===== src/rtl/qrot_pkg.sv =====
// Shared types and constants for the quad/rectangle overlap test pipeline.
`default_nettype none

package qrot_pkg;

   localparam int CoordW    = 14;              // width of every input coordinate
   localparam int DiffW     = CoordW + 1;      // coordinate difference
   localparam int ProdW     = 2 * DiffW;       // product of two differences
   localparam int SumW      = ProdW + 1;       // product plus divisor
   localparam int NumCorner = 4;               // corners of rectangle and quad
   localparam int NumTest   = NumCorner * NumCorner;  // corner x edge pairs

   // One input word as captured from the request channel
   typedef struct packed {
      logic [CoordW-1:0]                    rect_left;
      logic [CoordW-1:0]                    rect_top;
      logic [CoordW-1:0]                    rect_right;
      logic [CoordW-1:0]                    rect_bottom;
      logic [NumCorner-1:0][CoordW-1:0]     qx;
      logic [NumCorner-1:0][CoordW-1:0]     qy;
   } item_type;

   // Per corner/edge operands, divisor already made positive
   typedef struct packed {
      logic                    straddle;   // exactly one edge end above the corner
      logic signed [DiffW-1:0] dxn;        // edge dx, sign follows dy normalization
      logic signed [DiffW-1:0] dyv;        // corner y minus edge start y
      logic [CoordW-1:0]       dpos;       // |edge dy|
      logic signed [DiffW-1:0] tdiff;      // corner x minus edge start x
   } setup_type;

   typedef struct packed {
      setup_type [NumTest-1:0] test;
      logic [NumCorner-1:0]    contain;    // quad corner inside the rectangle
   } setup_word_type;

   // Products ready for the crossing decision
   typedef struct packed {
      logic                    straddle;
      logic signed [ProdW-1:0] num;        // dxn * dyv
      logic signed [ProdW-1:0] prod;       // tdiff * dpos
      logic [CoordW-1:0]       dpos;
   } mul_type;

   typedef struct packed {
      mul_type [NumTest-1:0] test;
      logic [NumCorner-1:0]  contain;
   } mul_word_type;

endpackage

`default_nettype wire


===== src/rtl/qrot_setup_stage.sv =====
// Pipeline stage 1: edge differences, straddle flags and containment compares.
`default_nettype none

module qrot_setup_stage
   import qrot_pkg::*;
(
   input  wire logic            clock,
   input  wire logic            reset,
   input  wire logic            in_valid,
   input  wire item_type        in_item,
   output      logic            in_ready,
   output      logic            out_valid,
   input  wire logic            out_ready,
   output      setup_word_type  out_word
);

   setup_type            test_w [NumTest];
   logic [NumCorner-1:0] contain_w;
   setup_word_type       word_in;
   setup_word_type       word_ff;
   logic                 valid_ff;

   // Rectangle corners in order TL, TR, BR, BL against each quad edge
   for (genvar gc = 0; gc < NumCorner; gc++) begin : g_corner
      logic signed [CoordW-1:0] px;
      logic signed [CoordW-1:0] py;

      assign px = (gc == 1 || gc == 2) ? $signed(in_item.rect_right)
                                       : $signed(in_item.rect_left);
      assign py = (gc >= 2) ? $signed(in_item.rect_bottom) : $signed(in_item.rect_top);

      for (genvar ge = 0; ge < NumCorner; ge++) begin : g_edge
         localparam int Nxt = (ge + 1) % NumCorner;
         logic signed [CoordW-1:0] x1, y1, x2, y2;
         logic signed [DiffW-1:0]  dx, dy, dyv, tdiff;
         logic                     neg;

         assign x1    = $signed(in_item.qx[ge]);
         assign y1    = $signed(in_item.qy[ge]);
         assign x2    = $signed(in_item.qx[Nxt]);
         assign y2    = $signed(in_item.qy[Nxt]);
         assign dx    = DiffW'(x2) - DiffW'(x1);
         assign dy    = DiffW'(y2) - DiffW'(y1);
         assign dyv   = DiffW'(py) - DiffW'(y1);
         assign tdiff = DiffW'(px) - DiffW'(x1);
         assign neg   = dy[DiffW-1];

         // flip numerator and divisor together so the divisor is positive
         assign test_w[gc*NumCorner + ge] = '{
            straddle: ((y1 > py) != (y2 > py)),
            dxn:      (neg ? -dx : dx),
            dyv:      dyv,
            dpos:     (neg ? CoordW'(-dy) : CoordW'(dy)),
            tdiff:    tdiff
         };
      end
   end

   // Quad corner inside rectangle, bounds inclusive
   for (genvar gq = 0; gq < NumCorner; gq++) begin : g_contain
      assign contain_w[gq] =
         ($signed(in_item.qx[gq]) >= $signed(in_item.rect_left))  &&
         ($signed(in_item.qx[gq]) <= $signed(in_item.rect_right)) &&
         ($signed(in_item.qy[gq]) >= $signed(in_item.rect_top))   &&
         ($signed(in_item.qy[gq]) <= $signed(in_item.rect_bottom));
   end

   always_comb begin
      for (int k = 0; k < NumTest; k++) begin
         word_in.test[k] = test_w[k];
      end
      word_in.contain = contain_w;
   end

   // Stage register
   assign in_ready = !valid_ff || out_ready;

   always_ff @(posedge clock) begin
      if (reset) begin
         valid_ff <= 1'b0;
      end else if (in_ready) begin
         valid_ff <= in_valid;
      end
      if (in_ready && in_valid) begin
         word_ff <= word_in;
      end
   end

   assign out_valid = valid_ff;
   assign out_word  = word_ff;

endmodule

`default_nettype wire


===== config.mk =====
export PLATFORM = sky130hd
export DESIGN_NAME = qrot_setup_stage
export DESIGN_NICKNAME = d
export VERILOG_FILES = /design/src/rtl/qrot_pkg.sv /design/src/rtl/qrot_setup_stage.sv
export SDC_FILE = /design/constraint.sdc
export NUM_CORES = 1
export LEC_CHECK = 0
export BUFFER_PORTS_ARGS = -buffer_cell sky130_fd_sc_hd__clkbuf_2
export CAP_MARGIN = 30
export CORE_AREA = 2 2 439 441
export DETAILED_ROUTE_END_ITERATION = 8
export DIE_AREA = 0 0 441 443
export PLACE_DENSITY_LB_ADDON = 0.2
export SETUP_SLACK_MARGIN = 0.4
export SYNTH_ARGS = -nofsm -noshare
export SYNTH_HDL_FRONTEND = slang
export SYNTH_SLANG_ARGS = --single-unit

===== constraint.sdc =====
create_clock -name clock -period 11.7 [get_ports clock]
set_input_delay 2.34 -clock clock [delete_from_list [all_inputs] [get_ports clock]]
set_output_delay 2.34 -clock clock [all_outputs]
set_load 0.1 [all_outputs]

Word-level counts from Yosys, hierarchy flattened --
Index checks and enable logic that the tools add are counted.
Word-level totals: output and inout port bits 966, register bits 369
Cells by class: reduce and logical (&&, ||, !) cells 15, add/sub/neg operators 32, magnitude comparators 24, eq/ne operators 8, mux-type cells 8
Operators by type and width (number):
- 14-bit by 14-bit subtractor with 15-bit output | 24
- 14-bit >= comparator | 8
- 14-bit > comparator | 8
- 14-bit less-or-equal comparator | 8
- 15-bit two-way mux | 4
- 15-bit negation | 4
- 14-bit two-way mux | 4
- 14-bit negation | 4
- 1-bit logical AND | 13
- 1-bit inequality test | 8
- 1-bit zero test | 1
- 1-bit logical OR | 1

Depth between registers and ports, before layout --
depth after elaboration 4, depth in mapped cells 13, gate-level depth less buffers 13

Worst setup path before layout --
No wires, ideal clock.
kind input-to-reg, start input port out_ready, end register word_ff, in the netlist out_word[0], enable pin, path buffers 0, arrival time 11.546 ns, library setup time 0.775 ns, cell stages on the path 2, path slack -0.621 ns, path through nand2b_1 and2_1
On the way: word-level cells in the longest chain between the ends 2
RTL lines:
- start: declaration | line qrot_setup_stage.sv:13 | input wire logic out_ready,
- 1-bit logical OR | line qrot_setup_stage.sv:76 | assign in_ready = !valid_ff || out_ready;
- 1-bit logical AND | line qrot_setup_stage.sv:84 | if (in_ready && in_valid) begin
- end signal: assignment | line qrot_setup_stage.sv:85 | word_ff <= word_in;
- end: declaration | line qrot_setup_stage.sv:20 | setup_word_type word_ff;
Every way passes these cells. A chain may end at the register's enable or synchronous reset.

==> impl_metrics.csv <==
group,metric,value,unit
critical_path,r2r-end,"out_word[0]$_DFFE_PP_",
critical_path,reg2regPathDepth,4,
clock_tree,cts_buffer_depth,3,
timing,setup_violations,0,
floorplan,start_util,17.4,%
timing,hold_ws,0.543,ns
clock_tree,h-tree-depth,2,
floorplan,coreArea,191000,um^2
clock_tree,clk_pin_slew,0.06,ns
clock_tree,cts_resized,0,
synthesis,async_flop_share,0,%
synthesis,syn_inst,3481,
layout,final_area,39400,um^2
grt,grt_use_total,16.5,%
synthesis,syn_area,33200,um^2
critical_path,worstPathMaxFanout,6,
layout,final_nets,4618,
clock_tree,ctsHoldBuffers,0,
critical_path,cp-start-kind,"primary input",
critical_path,cp_data_required_time,12.20,ns
layout,drive_above_1_share,30.7,%
clock_tree,cts_tree,"yes",
power_and_ir_drop,powerDensity,234,nW/um^2
floorplan,io_pins,1138,
power_and_ir_drop,ir_drop,207,uV
detailed_routing,post-route-drc-count,0,
timing,timing.fmax,177,MHz
synthesis,ys.flop_type,"edfxtp_1",
detailed_routing,dr.pass1.iters,7,
critical_path,end_kind,"register",
detailed_routing,ant_nets,0,
synthesis,synth_commonest_cells,"596 x buf_4, 368 x edfxtp_1, 352 x ha_1",
floorplan,die_h,443,um
power_and_ir_drop,leakage,17.7,nW
critical_path,worstSetupPathType,"primary input to register",
synthesis,syn_nets,4029,
synthesis,post-synth-top-count-cell,"buf_4",
timing,max_slew_margin,32.3,%
timing,min_period_over_period,48.3,%
critical_path,timing.rr.start,"out_valid$_SDFFE_PP0N_",
min_path,hold_start,"out_valid$_SDFFE_PP0N_",
grt,gr-total-overflow,0,
placement,placedInstanceArea,37600,um^2
detailed_routing,initialDrtViolationCount,1608,
synthesis,yosys.cell_types.count,77,
synthesis,synth_area_leaders,"edfxtp_1 33%, buf_4 13%, ha_1 13%",
critical_path,cp.arrival,6.14,ns
timing,fin_crit,5.65,ns
detailed_routing,vias,27764,
synthesis,avgSynthCellArea,9.54,um^2
placement,place.gp.congestion,0.875,
synthesis,synth.top_cell.area_share,33.3,%
timing,tightest_slew,1.01,ns
synthesis,ys_seq_elements,369,
placement,io_buffers,1137,
timing,drv_slew,0,
timing,fin_skew,0.0383,ns
floorplan,dieArea,195000,um^2
synthesis,yosys.area.top_type,"edfxtp_1",
placement,dp.final_hpwl,146000,um
min_path,holdPathEnd,"out_valid$_SDFFE_PP0N_",
critical_path,r2r_slack,8.81,ns
clock_tree,insertion_delay,0.68,ns
detailed_routing,routed_wl,169000,um
layout,area_growth,18.6,%
synthesis,yosysWarnings,0,
grt,grt_pass1_vias,25946,
status,status,"finished, final reports clean",
synthesis,ys_seq_area_share,33.3,%
timing,finalSetupTns,0,ns
grt,grt_max_degree,116,
min_path,whs_path_depth,2,
clock_tree,numCtsBuffers,52,
timing,rsz0062_at_grt,"no",
grt,grt_antenna_before_repair,24,
run,drv_cap,0,
floorplan,die_w,441,um
synthesis,synth_edf_count,368,
min_path,worstHoldPathType,"register to register",
grt,grt_pass1_wl,222000,um
timing,hold_viol,0,
clock_tree,clockRootBuffer,"clkbuf_16",
critical_path,worstSetupStartpoint,"in_item[15]",
detailed_routing,viasPerCell,4.18,
detailed_routing,routedWlPerCell,25.4,um
clock_tree,cts_setup_buffers,0,
clock_tree,clkSinkCount,369,
floorplan,rows,161,
[sequential cells by signal (all words and copies together), names as in the netlist]
name and cells:
out_word 368, out_valid 1
[metrics by stage]
step                instances  util, %  total power, W  setup slack [ns]
floorplan                3481        -         0.00689              3.45
global placement         6539     19.7         0.00762              5.36
detailed placement       6541     19.7         0.00760              5.35
CTS                      6634     20.6         0.00930              6.08
global route             6639     20.6         0.00953              5.91
finish                   6644     20.6         0.00921              6.05
[how the worst max path moves through the flow]
stage | to | slack [ns] | depth (start not counted)
global placement | out_word[752]$_DFFE_PP_ | 5.36 | 12
detailed placement | out_word[752]$_DFFE_PP_ | 5.35 | 12
global route | out_word[752]$_DFFE_PP_ | 5.91 | 12
finish | out_word[752]$_DFFE_PP_ | 6.05 | 12
CTS | out_word[752]$_DFFE_PP_ | 6.08 | 12
floorplan | out_word[0]$_DFFE_PP_ | 3.45 | 2
[logic make-up after synthesis]
| family | Yosys count | share of synthesized area, % |
|---|---|---|
| AO/OA/AOI/OAI | 775 | 15.1 |
| buffers and inverters | 889 | 16.8 |
| adder cells (fa/ha/maj) | 376 | 14.7 |
| XOR/XNOR | 331 | 8.73 |
| AND/OR/NAND/NOR | 734 | 11.1 |
| multiplexers | 7 | 0.215 |
| flip-flops | 369 | 33.3 |
[routing by layer]
layer	share of wire, %	vias up	global-route usage [%]
li1	-	13086	-
met1	39	13476	18.6
met2	52	1018	30.6
met3	4.6	170	2.91
met4	3.9	14	5.79
met5	0.047	-	0
[critical path, stage by stage]
cell and delay (ns):
clkbuf_2 0.22, inv_1 0.29, fa_1 0.50, nand2b_1 0.18
a21oi_1 0.16, xor2_1 0.14, a211o_1 0.35, or4_4 0.51
or4_4 0.56, o31a_1 0.26, or4b_1 0.52, o211ai_1 0.09
[layout make-up]
| cell class | instances | area [um^2] |
|---|---|---|
| multi-input combinational | 2223 | 16600 |
| sequential | 369 | 11100 |
| antenna | 9 | 22.5 |
| clock buffer | 57 | 1320 |
| tap | 2526 | 3160 |
| inverter | 274 | 1030 |
| timing repair buffer | 1150 | 5810 |
| clock inverter | 36 | 392 |
| fill | 21039 | 152000 |
[power breakdown]
group	leakage [nW]	total [W]	internal [W]	switching [W]
clock	0.818	0.00164	0.000965	0.000677
sequential	3.57	0.00204	0.00175	0.000296
combinational	13.3	0.00553	0.000807	0.00472
[placed cells by master, fill, tap and decap left out, types with 15 or more instances in the layout]
cell	netlist	layout
nand4_1	37	37
nor4_1	27	27
inv_1	274	274
nor2_1	196	196
nand2b_1	34	34
clkbuf_2	0	1137
xor2_1	104	104
and3_1	23	23
edfxtp_1	368	368
a21o_1	86	86
clkbuf_16	0	52
nor2b_1	52	52
a31oi_1	30	29
xnor2_1	227	227
or3_1	21	21
nand3_1	56	56
nor3_1	71	71
o211ai_1	15	15
o21a_1	51	51
ha_1	352	352
a21boi_0	21	21
o21bai_1	51	51
fa_1	24	24
a21oi_1	214	213
nand2_1	145	145
a211oi_1	21	21
o21ai_0	150	149
o31ai_1	24	24
Note: power is estimated with default switching activity, not from simulation.
