## src/rtl/qrot_pkg.sv

```systemverilog
// Shared types and constants for the quad/rectangle overlap test pipeline.
`default_nettype none

package qrot_pkg;

   localparam int CoordW    = 14;              // width of every input coordinate
   localparam int DiffW     = CoordW + 1;      // coordinate difference
   localparam int ProdW     = 2 * DiffW;       // product of two differences
   localparam int SumW      = ProdW + 1;       // product plus divisor
   localparam int NumCorner = 4;               // corners of rectangle and quad
   localparam int NumTest   = NumCorner * NumCorner;  // corner x edge pairs

   // One input word as captured from the request channel
   typedef struct packed {
      logic [CoordW-1:0]                    rect_left;
      logic [CoordW-1:0]                    rect_top;
      logic [CoordW-1:0]                    rect_right;
      logic [CoordW-1:0]                    rect_bottom;
      logic [NumCorner-1:0][CoordW-1:0]     qx;
      logic [NumCorner-1:0][CoordW-1:0]     qy;
   } item_type;

   // Per corner/edge operands, divisor already made positive
   typedef struct packed {
      logic                    straddle;   // exactly one edge end above the corner
      logic signed [DiffW-1:0] dxn;        // edge dx, sign follows dy normalization
      logic signed [DiffW-1:0] dyv;        // corner y minus edge start y
      logic [CoordW-1:0]       dpos;       // |edge dy|
      logic signed [DiffW-1:0] tdiff;      // corner x minus edge start x
   } setup_type;

   typedef struct packed {
      setup_type [NumTest-1:0] test;
      logic [NumCorner-1:0]    contain;    // quad corner inside the rectangle
   } setup_word_type;

   // Products ready for the crossing decision
   typedef struct packed {
      logic                    straddle;
      logic signed [ProdW-1:0] num;        // dxn * dyv
      logic signed [ProdW-1:0] prod;       // tdiff * dpos
      logic [CoordW-1:0]       dpos;
   } mul_type;

   typedef struct packed {
      mul_type [NumTest-1:0] test;
      logic [NumCorner-1:0]  contain;
   } mul_word_type;

endpackage

`default_nettype wire

```

## src/rtl/qrot_decide_stage.sv

```systemverilog
// Pipeline stage 3: crossing decisions, even-odd parity and the output register.
`default_nettype none

module qrot_decide_stage
   import qrot_pkg::*;
(
   input  wire logic          clock,
   input  wire logic          reset,
   input  wire logic          active,
   input  wire logic          in_valid,
   input  wire mul_word_type  in_word,
   output      logic          in_ready,
   output      logic          out_valid,
   input  wire logic          out_ready,
   output      logic          out_hit
);

   logic [NumTest-1:0]   cross_w;
   logic [NumCorner-1:0] inside_w;
   logic                 hit_in;
   logic                 hit_ff;
   logic                 valid_ff;

   // px < trunc(N/d) + x1 with d > 0:
   //   N >= 0: (t+1)*d <= N      N < 0: t*d < N
   always_comb begin
      for (int k = 0; k < NumTest; k++) begin
         logic signed [SumW-1:0] lhs;
         logic signed [SumW-1:0] rhs;
         lhs = SumW'(in_word.test[k].prod)
               + $signed({{(SumW-CoordW){1'b0}}, in_word.test[k].dpos});
         rhs = SumW'(in_word.test[k].num);
         if (in_word.test[k].num[ProdW-1]) begin
            cross_w[k] = in_word.test[k].straddle
                         && (in_word.test[k].prod < in_word.test[k].num);
         end else begin
            cross_w[k] = in_word.test[k].straddle && (lhs <= rhs);
         end
      end
      for (int c = 0; c < NumCorner; c++) begin
         inside_w[c] = ^cross_w[c*NumCorner +: NumCorner];
      end
      hit_in = active && ((|inside_w) || (|in_word.contain));
   end

   // Output register
   assign in_ready = !valid_ff || out_ready;

   always_ff @(posedge clock) begin
      if (reset) begin
         valid_ff <= 1'b0;
      end else if (in_ready) begin
         valid_ff <= in_valid;
      end
      if (in_ready && in_valid) begin
         hit_ff <= hit_in;
      end
   end

   assign out_valid = valid_ff;
   assign out_hit   = hit_ff;

endmodule

`default_nettype wire

```

## config.mk

```make
export PLATFORM = sky130hd
export DESIGN_NAME = qrot_decide_stage
export DESIGN_NICKNAME = d
export VERILOG_FILES = /design/src/rtl/qrot_pkg.sv /design/src/rtl/qrot_decide_stage.sv
export SDC_FILE = /design/constraint.sdc
export NUM_CORES = 2
export LEC_CHECK = 0
export BUFFER_PORTS_ARGS = -buffer_cell sky130_fd_sc_hd__buf_4
export CORE_AREA = 2 2 473 475
export DETAILED_ROUTE_END_ITERATION = 10
export DIE_AREA = 0 0 475 477
export HOLD_SLACK_MARGIN = 0.08
export SLEW_MARGIN = 5
export SYNTH_ARGS = -nofsm -noshare
export SYNTH_HDL_FRONTEND = slang
export SYNTH_SLANG_ARGS = --single-unit
```

## constraint.sdc

```tcl
create_clock -name clock -period 14.6 [get_ports clock]
set_clock_uncertainty 0.2 [all_clocks]
set_input_delay 4.38 -clock clock [delete_from_list [all_inputs] [get_ports clock]]
set_output_delay 4.38 -clock clock [all_outputs]
set_load 0.01 [all_outputs]
```

# After elaboration in Yosys (flattened, before gate mapping)

Cells that the tools add are included.

Flip-flop bits (word level): 2
Output and inout bits: 3

$add $sub $neg: 16
Reduce and logical (&&, ||, !) cells: 43
Order comparisons: 32
Mux-type cells: 16

Operator list:

| operator                                         | number |
|---|---|
| 30-bit by 15-bit adder with 31-bit output        | 16 |
| 31-bit by 30-bit <= comparator with 1-bit output | 16 |
| 30-bit less-than comparator                      | 16 |
| 1-bit logical AND                                | 34 |
| 1-bit two-way mux                                | 16 |
| 4-bit XOR reduction                              | 4 |
| 4-bit OR reduction                               | 2 |
| 1-bit logical OR                                 | 2 |
| 1-bit logical NOT                                | 1 |

# Depth between registers and ports, before layout

Depth in word-level cells: 8
Depth in mapped cells: 27
Gate-level depth less buffers: 26

# Worst setup path after synthesis

Ideal clock, no wire load.

Path kind: input-to-reg
From: input port in_word[154] in the netlist's numbering
To: register hit_ff (netlist: out_hit), data pin
Cell stages on the path: 25
Setup slack: 4.891 ns
Data required time: 14.136 ns
Arrival: 9.245 ns
Cells stage by stage: ha_1 > inv_1 > fa_1 > nor2b_1 > o21ai_0 > a21boi_1 > o21ai_0 > a21boi_0 > o21ai_1 > a21oi_1 > o31ai_1 > o21ai_1 > nand3_1 > xnor2_1 > ha_1 > nand4_1 > nor4_1 > o211ai_1 > a31oi_1 > a211oi_1 > xor2_1 > a221oi_1 > xnor2_1 > xnor3_1 > o41a_1

Word-level cells in the longest chain between the ends: 8

RTL lines:

| item                                             | line                    | RTL |
|---|---|---|
| start: declaration                               | qrot_decide_stage.sv:11 | `input wire mul_word_type in_word,` |
| 30-bit by 15-bit adder with 31-bit output        | qrot_decide_stage.sv:31 | `+ $signed({{(SumW-CoordW){1'b0}}, in_word.test[k].dpos});` |
| 31-bit by 30-bit <= comparator with 1-bit output | qrot_decide_stage.sv:37 | `cross_w[k] = in_word.test[k].straddle && (lhs <= rhs);` |
| 1-bit logical AND                                | qrot_decide_stage.sv:37 |  |
| 1-bit two-way mux                                | qrot_decide_stage.sv:33 | `if (in_word.test[k].num[ProdW-1]) begin` |
| 4-bit XOR reduction                              | qrot_decide_stage.sv:41 | `inside_w[c] = ^cross_w[c*NumCorner +: NumCorner];` |
| 4-bit OR reduction                               | qrot_decide_stage.sv:43 | `hit_in = active && ((\|inside_w) \|\| (\|in_word.contain));` |
| 1-bit logical OR                                 | qrot_decide_stage.sv:43 |  |
| 1-bit logical AND                                | qrot_decide_stage.sv:43 |  |
| via hit_in                                       | qrot_decide_stage.sv:20 | `logic hit_in;` |
| end signal: assignment                           | qrot_decide_stage.sv:56 | `hit_ff <= hit_in;` |
| end: declaration                                 | qrot_decide_stage.sv:21 | `logic hit_ff;` |

The timed path passes the listed nets, and every way through them passes these cells.
A chain may end at the register's enable or synchronous reset.

# Worst setup path after layout

From: input port in_word[844] in the netlist's numbering
To: register hit_ff (netlist: out_hit), data pin

Word-level cells in the longest chain between the ends: 8

RTL lines:

| item                                             | line |
|---|---|
| 30-bit by 15-bit adder with 31-bit output        | qrot_decide_stage.sv:31 |
| 31-bit by 30-bit <= comparator with 1-bit output | qrot_decide_stage.sv:37 |
| 1-bit logical AND                                | qrot_decide_stage.sv:37 |
| 1-bit two-way mux *                              | qrot_decide_stage.sv:33 |
| 4-bit XOR reduction *                            | qrot_decide_stage.sv:41 |
| 4-bit OR reduction *                             | qrot_decide_stage.sv:43 |
| 1-bit logical OR *                               | qrot_decide_stage.sv:43 |
| 1-bit logical AND *                              | qrot_decide_stage.sv:43 |
| via hit_in                                       | qrot_decide_stage.sv:20 |

Mark *: on every way through the listed nets, which the timed path passes. The rest lies on a longest branch.

==> out/qor.txt <==
Layout cells sized above 1: 0.201
Nets: 8580
Die H: 477 µm
H-tree Lvls: 1
Clock slew at reported path FFs: 0.04 ns
Final setup viols: 0
Met3 WL: 13800 µm
Post_cts resized: 0
Final HPWL DP: 173000 µm
Iteration-0 DRC Markers: 1982
Cts hold-fix bufs: 0
Setup Total Neg Slack: 0 ns
Number of buffers added on ports: 1211
Global route overflow: 0
Seq/Total Area, Yosys: 0.00138
Area Growth Syn to Fin: 35.8%
Vias per Instance: 4.41
Max Slew Vio Count: 0
I/O pins: 1212
Worst Hold Depth: 2
Initial Util: 0.164
CP startpoint kind: input port
PnR worst setup slack: 2.73 ns
Fillers: 25000
CTS Sinks: 2
Clock Path Buffers: 2
Ys async rst share: 0
Hold Path Sink: out_valid
Number of synthesized flops with an enable pin: 1
Area of the multi-input gates: 33700 µm²
LEAKAGE: 0.0257 µW
Clock latency on the worst-skew pair: 0.24 ns
Nature of the critical path endpoint: flop
Post-CTS Setup Inserts: 0
Minimum clock period: 11.87 ns
DR vias: 40500
GRT Overall Usage: 0.154
GP Congestion: 1.00
Hold crit path type: reg -> reg
Worst-Margin Slew: 1.29 ns
Worst R2R End: out_hit
Fin. Hold Viols: 0
Seq pwr share: 0.004
Post-Synthesis Cell Area: 36400 µm²
Unrepaired setup endpoints after global routing: no
Cell area power density: 35.7 nW/µm²
Synth cell types: 74
Detailed Routing Iterations Pass 1: 5
Final cycle utilization of the critical path: 0.813
Number of global-route vias before repair: 39100
Maxcap violations: 0
Sw Pwr: 921 µW
Pre-CTS WS: 2.75 ns
Most used DFF post-synth: edfxtp_1
M1 WL: 71700 µm
Crit Path Max Fanout: 5
Largest net degree at the start of global routing: 11
Die Area: 227000 µm²
Kind of critical path: in -> reg
Relative slew slack: 0.131
Mapped Nets: 7366
DRC viols: 0
Register area: 50.0 µm²
Max layer used: met5
Post-Synthesis Cells: 4957
Yosys warnings: 0
Die X: 475 µm
Clk pwr share: 0.027
Reg-to-reg setup timing slack: 13.28 ns
Post-synthesis register bit count: 2
Internal Power: 841 µW
Hold Path Origin: out_valid
Critical Path RT: 14.51 ns
Max VDD drop: 0.0000193 V
Sw Ratio: 0.523
Total Power: 1760 µW
WL final: 184000 µm
WL per Instance: 20.1 µm
Status: finished, final reports clean
CTS tree: yes
Fmax: 0.0843 GHz
Combinational Power Share: 0.969
Reg2Reg Depth: 2
# rows: 173
Root Driver: clkbuf_16
Total core area: 221000 µm²
CTS Buf Count: 3
Syn Area/Cell: 7.34 µm²
Global-route wire length before repair: 257000 µm
Routed Antenna Nets: 0
Routed length on met2: 88400 µm
R2R Path Start: out_valid
Worst Path Arrival: 11.78 ns
Initial antenna violation count: 94
critical path, stage by stage:
cell      delay, ns
buf_4          0.13
ha_1           0.27
a21o_1         0.48
a21oi_1        0.19
o21ai_0        0.18
a21oi_1        0.12
o21ai_0        0.62
a211oi_1       0.26
o31ai_1        1.11
a21oi_1        0.38
nor2_1         0.39
nand3_1        0.15
xnor2_1        0.15
ha_1           0.27
nand4_1        0.15
nor4_1         0.39
nand2_1        0.14
o31a_1         0.32
xnor2_1        0.12
o311a_1        0.35
xnor2_1        0.20
xor2_1         0.19
mux2i_1        0.60
o41a_1         0.20
placed cells by master, fill, tap and decap left out, drive strengths merged, types with 16 or more instances in the layout:
| cell type | netlist | final |
|---|---|---|
| diode | 0 | 34 |
| nand4 | 167 | 167 |
| and4 | 24 | 24 |
| nand2 | 278 | 278 |
| nor2b | 83 | 83 |
| o21bai | 27 | 27 |
| a31oi | 35 | 35 |
| a211oi | 69 | 69 |
| nand2b | 34 | 34 |
| and2 | 30 | 30 |
| o211ai | 33 | 33 |
| a2111oi | 23 | 23 |
| nand3 | 212 | 212 |
| xnor2 | 310 | 310 |
| a21o | 208 | 208 |
| buf | 2 | 1216 |
| nor4 | 22 | 22 |
| a21boi | 41 | 41 |
| o31ai | 16 | 16 |
| inv | 697 | 697 |
| o21ai | 288 | 288 |
| nor3 | 76 | 76 |
| a21oi | 383 | 383 |
| or3 | 22 | 22 |
| xor2 | 114 | 114 |
| nor2 | 310 | 310 |
| ha | 1184 | 1184 |
| fa | 16 | 16 |
| o21a | 35 | 35 |
| and3 | 66 | 66 |
state kept, by name, summed over array words and instances, names as in the netlist:
signal     cells
out_hit        1
out_valid      1
final cells by class:
type / count / share of cell area
antenna: 34 / 0.00172
clock buffer: 4 / 0.00160
inverter: 697 / 0.0530
multi-input combinational: 4251 / 0.683
sequential: 2 / 0.00101
tap: 2975 / 0.0754
timing repair buffer: 1216 / 0.185
kinds of logic (layout without fill, tap and decap cells):
| kind of cell | after synthesis | count (layout) | share of synthesized area |
|---|---|---|---|
| mux | 4 | 4 | 0.00117 |
| fa+ha+maj | 1200 | 1200 | 0.416 |
| other cells | 0 | 34 | 0 |
| simple gates | 1357 | 1357 | 0.186 |
| buf+inv | 704 | 1917 | 0.0726 |
| xor+xnor | 427 | 427 | 0.104 |
| compound gates | 1263 | 1263 | 0.219 |
| flops | 2 | 2 | 0.00138 |
metal layers:
metal,track usage,up-vias
met5,0,-
li1,-,20500
met4,0.0836,28
met2,0.270,1479
met3,0.0329,283
met1,0.172,18200
worst max path at each step:
stage | start | slack (ns) | to
global route | in_word[844] | 2.38 | out_hit
floorplan | in_word[154] | 4.89 | out_hit
global placement | in_word[844] | 2.71 | out_hit
CTS | in_word[844] | 2.95 | out_hit
detailed placement | in_word[844] | 2.75 | out_hit
finish | in_word[844] | 2.73 | out_hit
power by group through the flow:
stage	Clock, µW	Sequential [µW]	Combinational (µW)
floorplan	0	6.73	1010
detailed placement	0	7.00	1700
finish	47.1	6.82	1710
global route	49.4	6.87	1920
global placement	0	7.02	1690
CTS	50.0	6.92	1710
synth_stat cells (23+ instances only):
master    instances  area share
a211oi_1         68       0.014
a21boi_0         31      0.0064
a21o_1          208       0.043
a21oi_1         381       0.052
a31oi_1          35      0.0060
and2_1           29      0.0050
and3_1           66       0.011
and4_1           24      0.0058
ha_1           1184        0.41
inv_1           697       0.072
nand2_1         278       0.029
nand2b_1         34      0.0058
nand3_1         212       0.029
nand4_1         167       0.029
nor2_1          310       0.032
nor2b_1          83       0.014
nor3_1           76       0.010
o211ai_1         33      0.0068
o21a_1           35      0.0072
o21ai_0         265       0.036
o21ai_1          23      0.0032
o21bai_1         27      0.0056
xnor2_1         310       0.075
xor2_1          114       0.027
stage by stage:
stage / hold slack, ns / instances / instance area [µm²] / utilization
3_3_place_gp: 0.616 / 9141 / 49200 / 0.222
5_1_grt: 0.621 / 9176 / 49400 / 0.223
3_5_place_dp: 0.634 / 9141 / 49200 / 0.222
2_1_floorplan: 0.393 / 4957 / 36400 / -
6_report: 0.571 / 9179 / 49400 / 0.223
4_1_cts: 0.641 / 9145 / 49300 / 0.223
(Power assumes the default switching activity.)
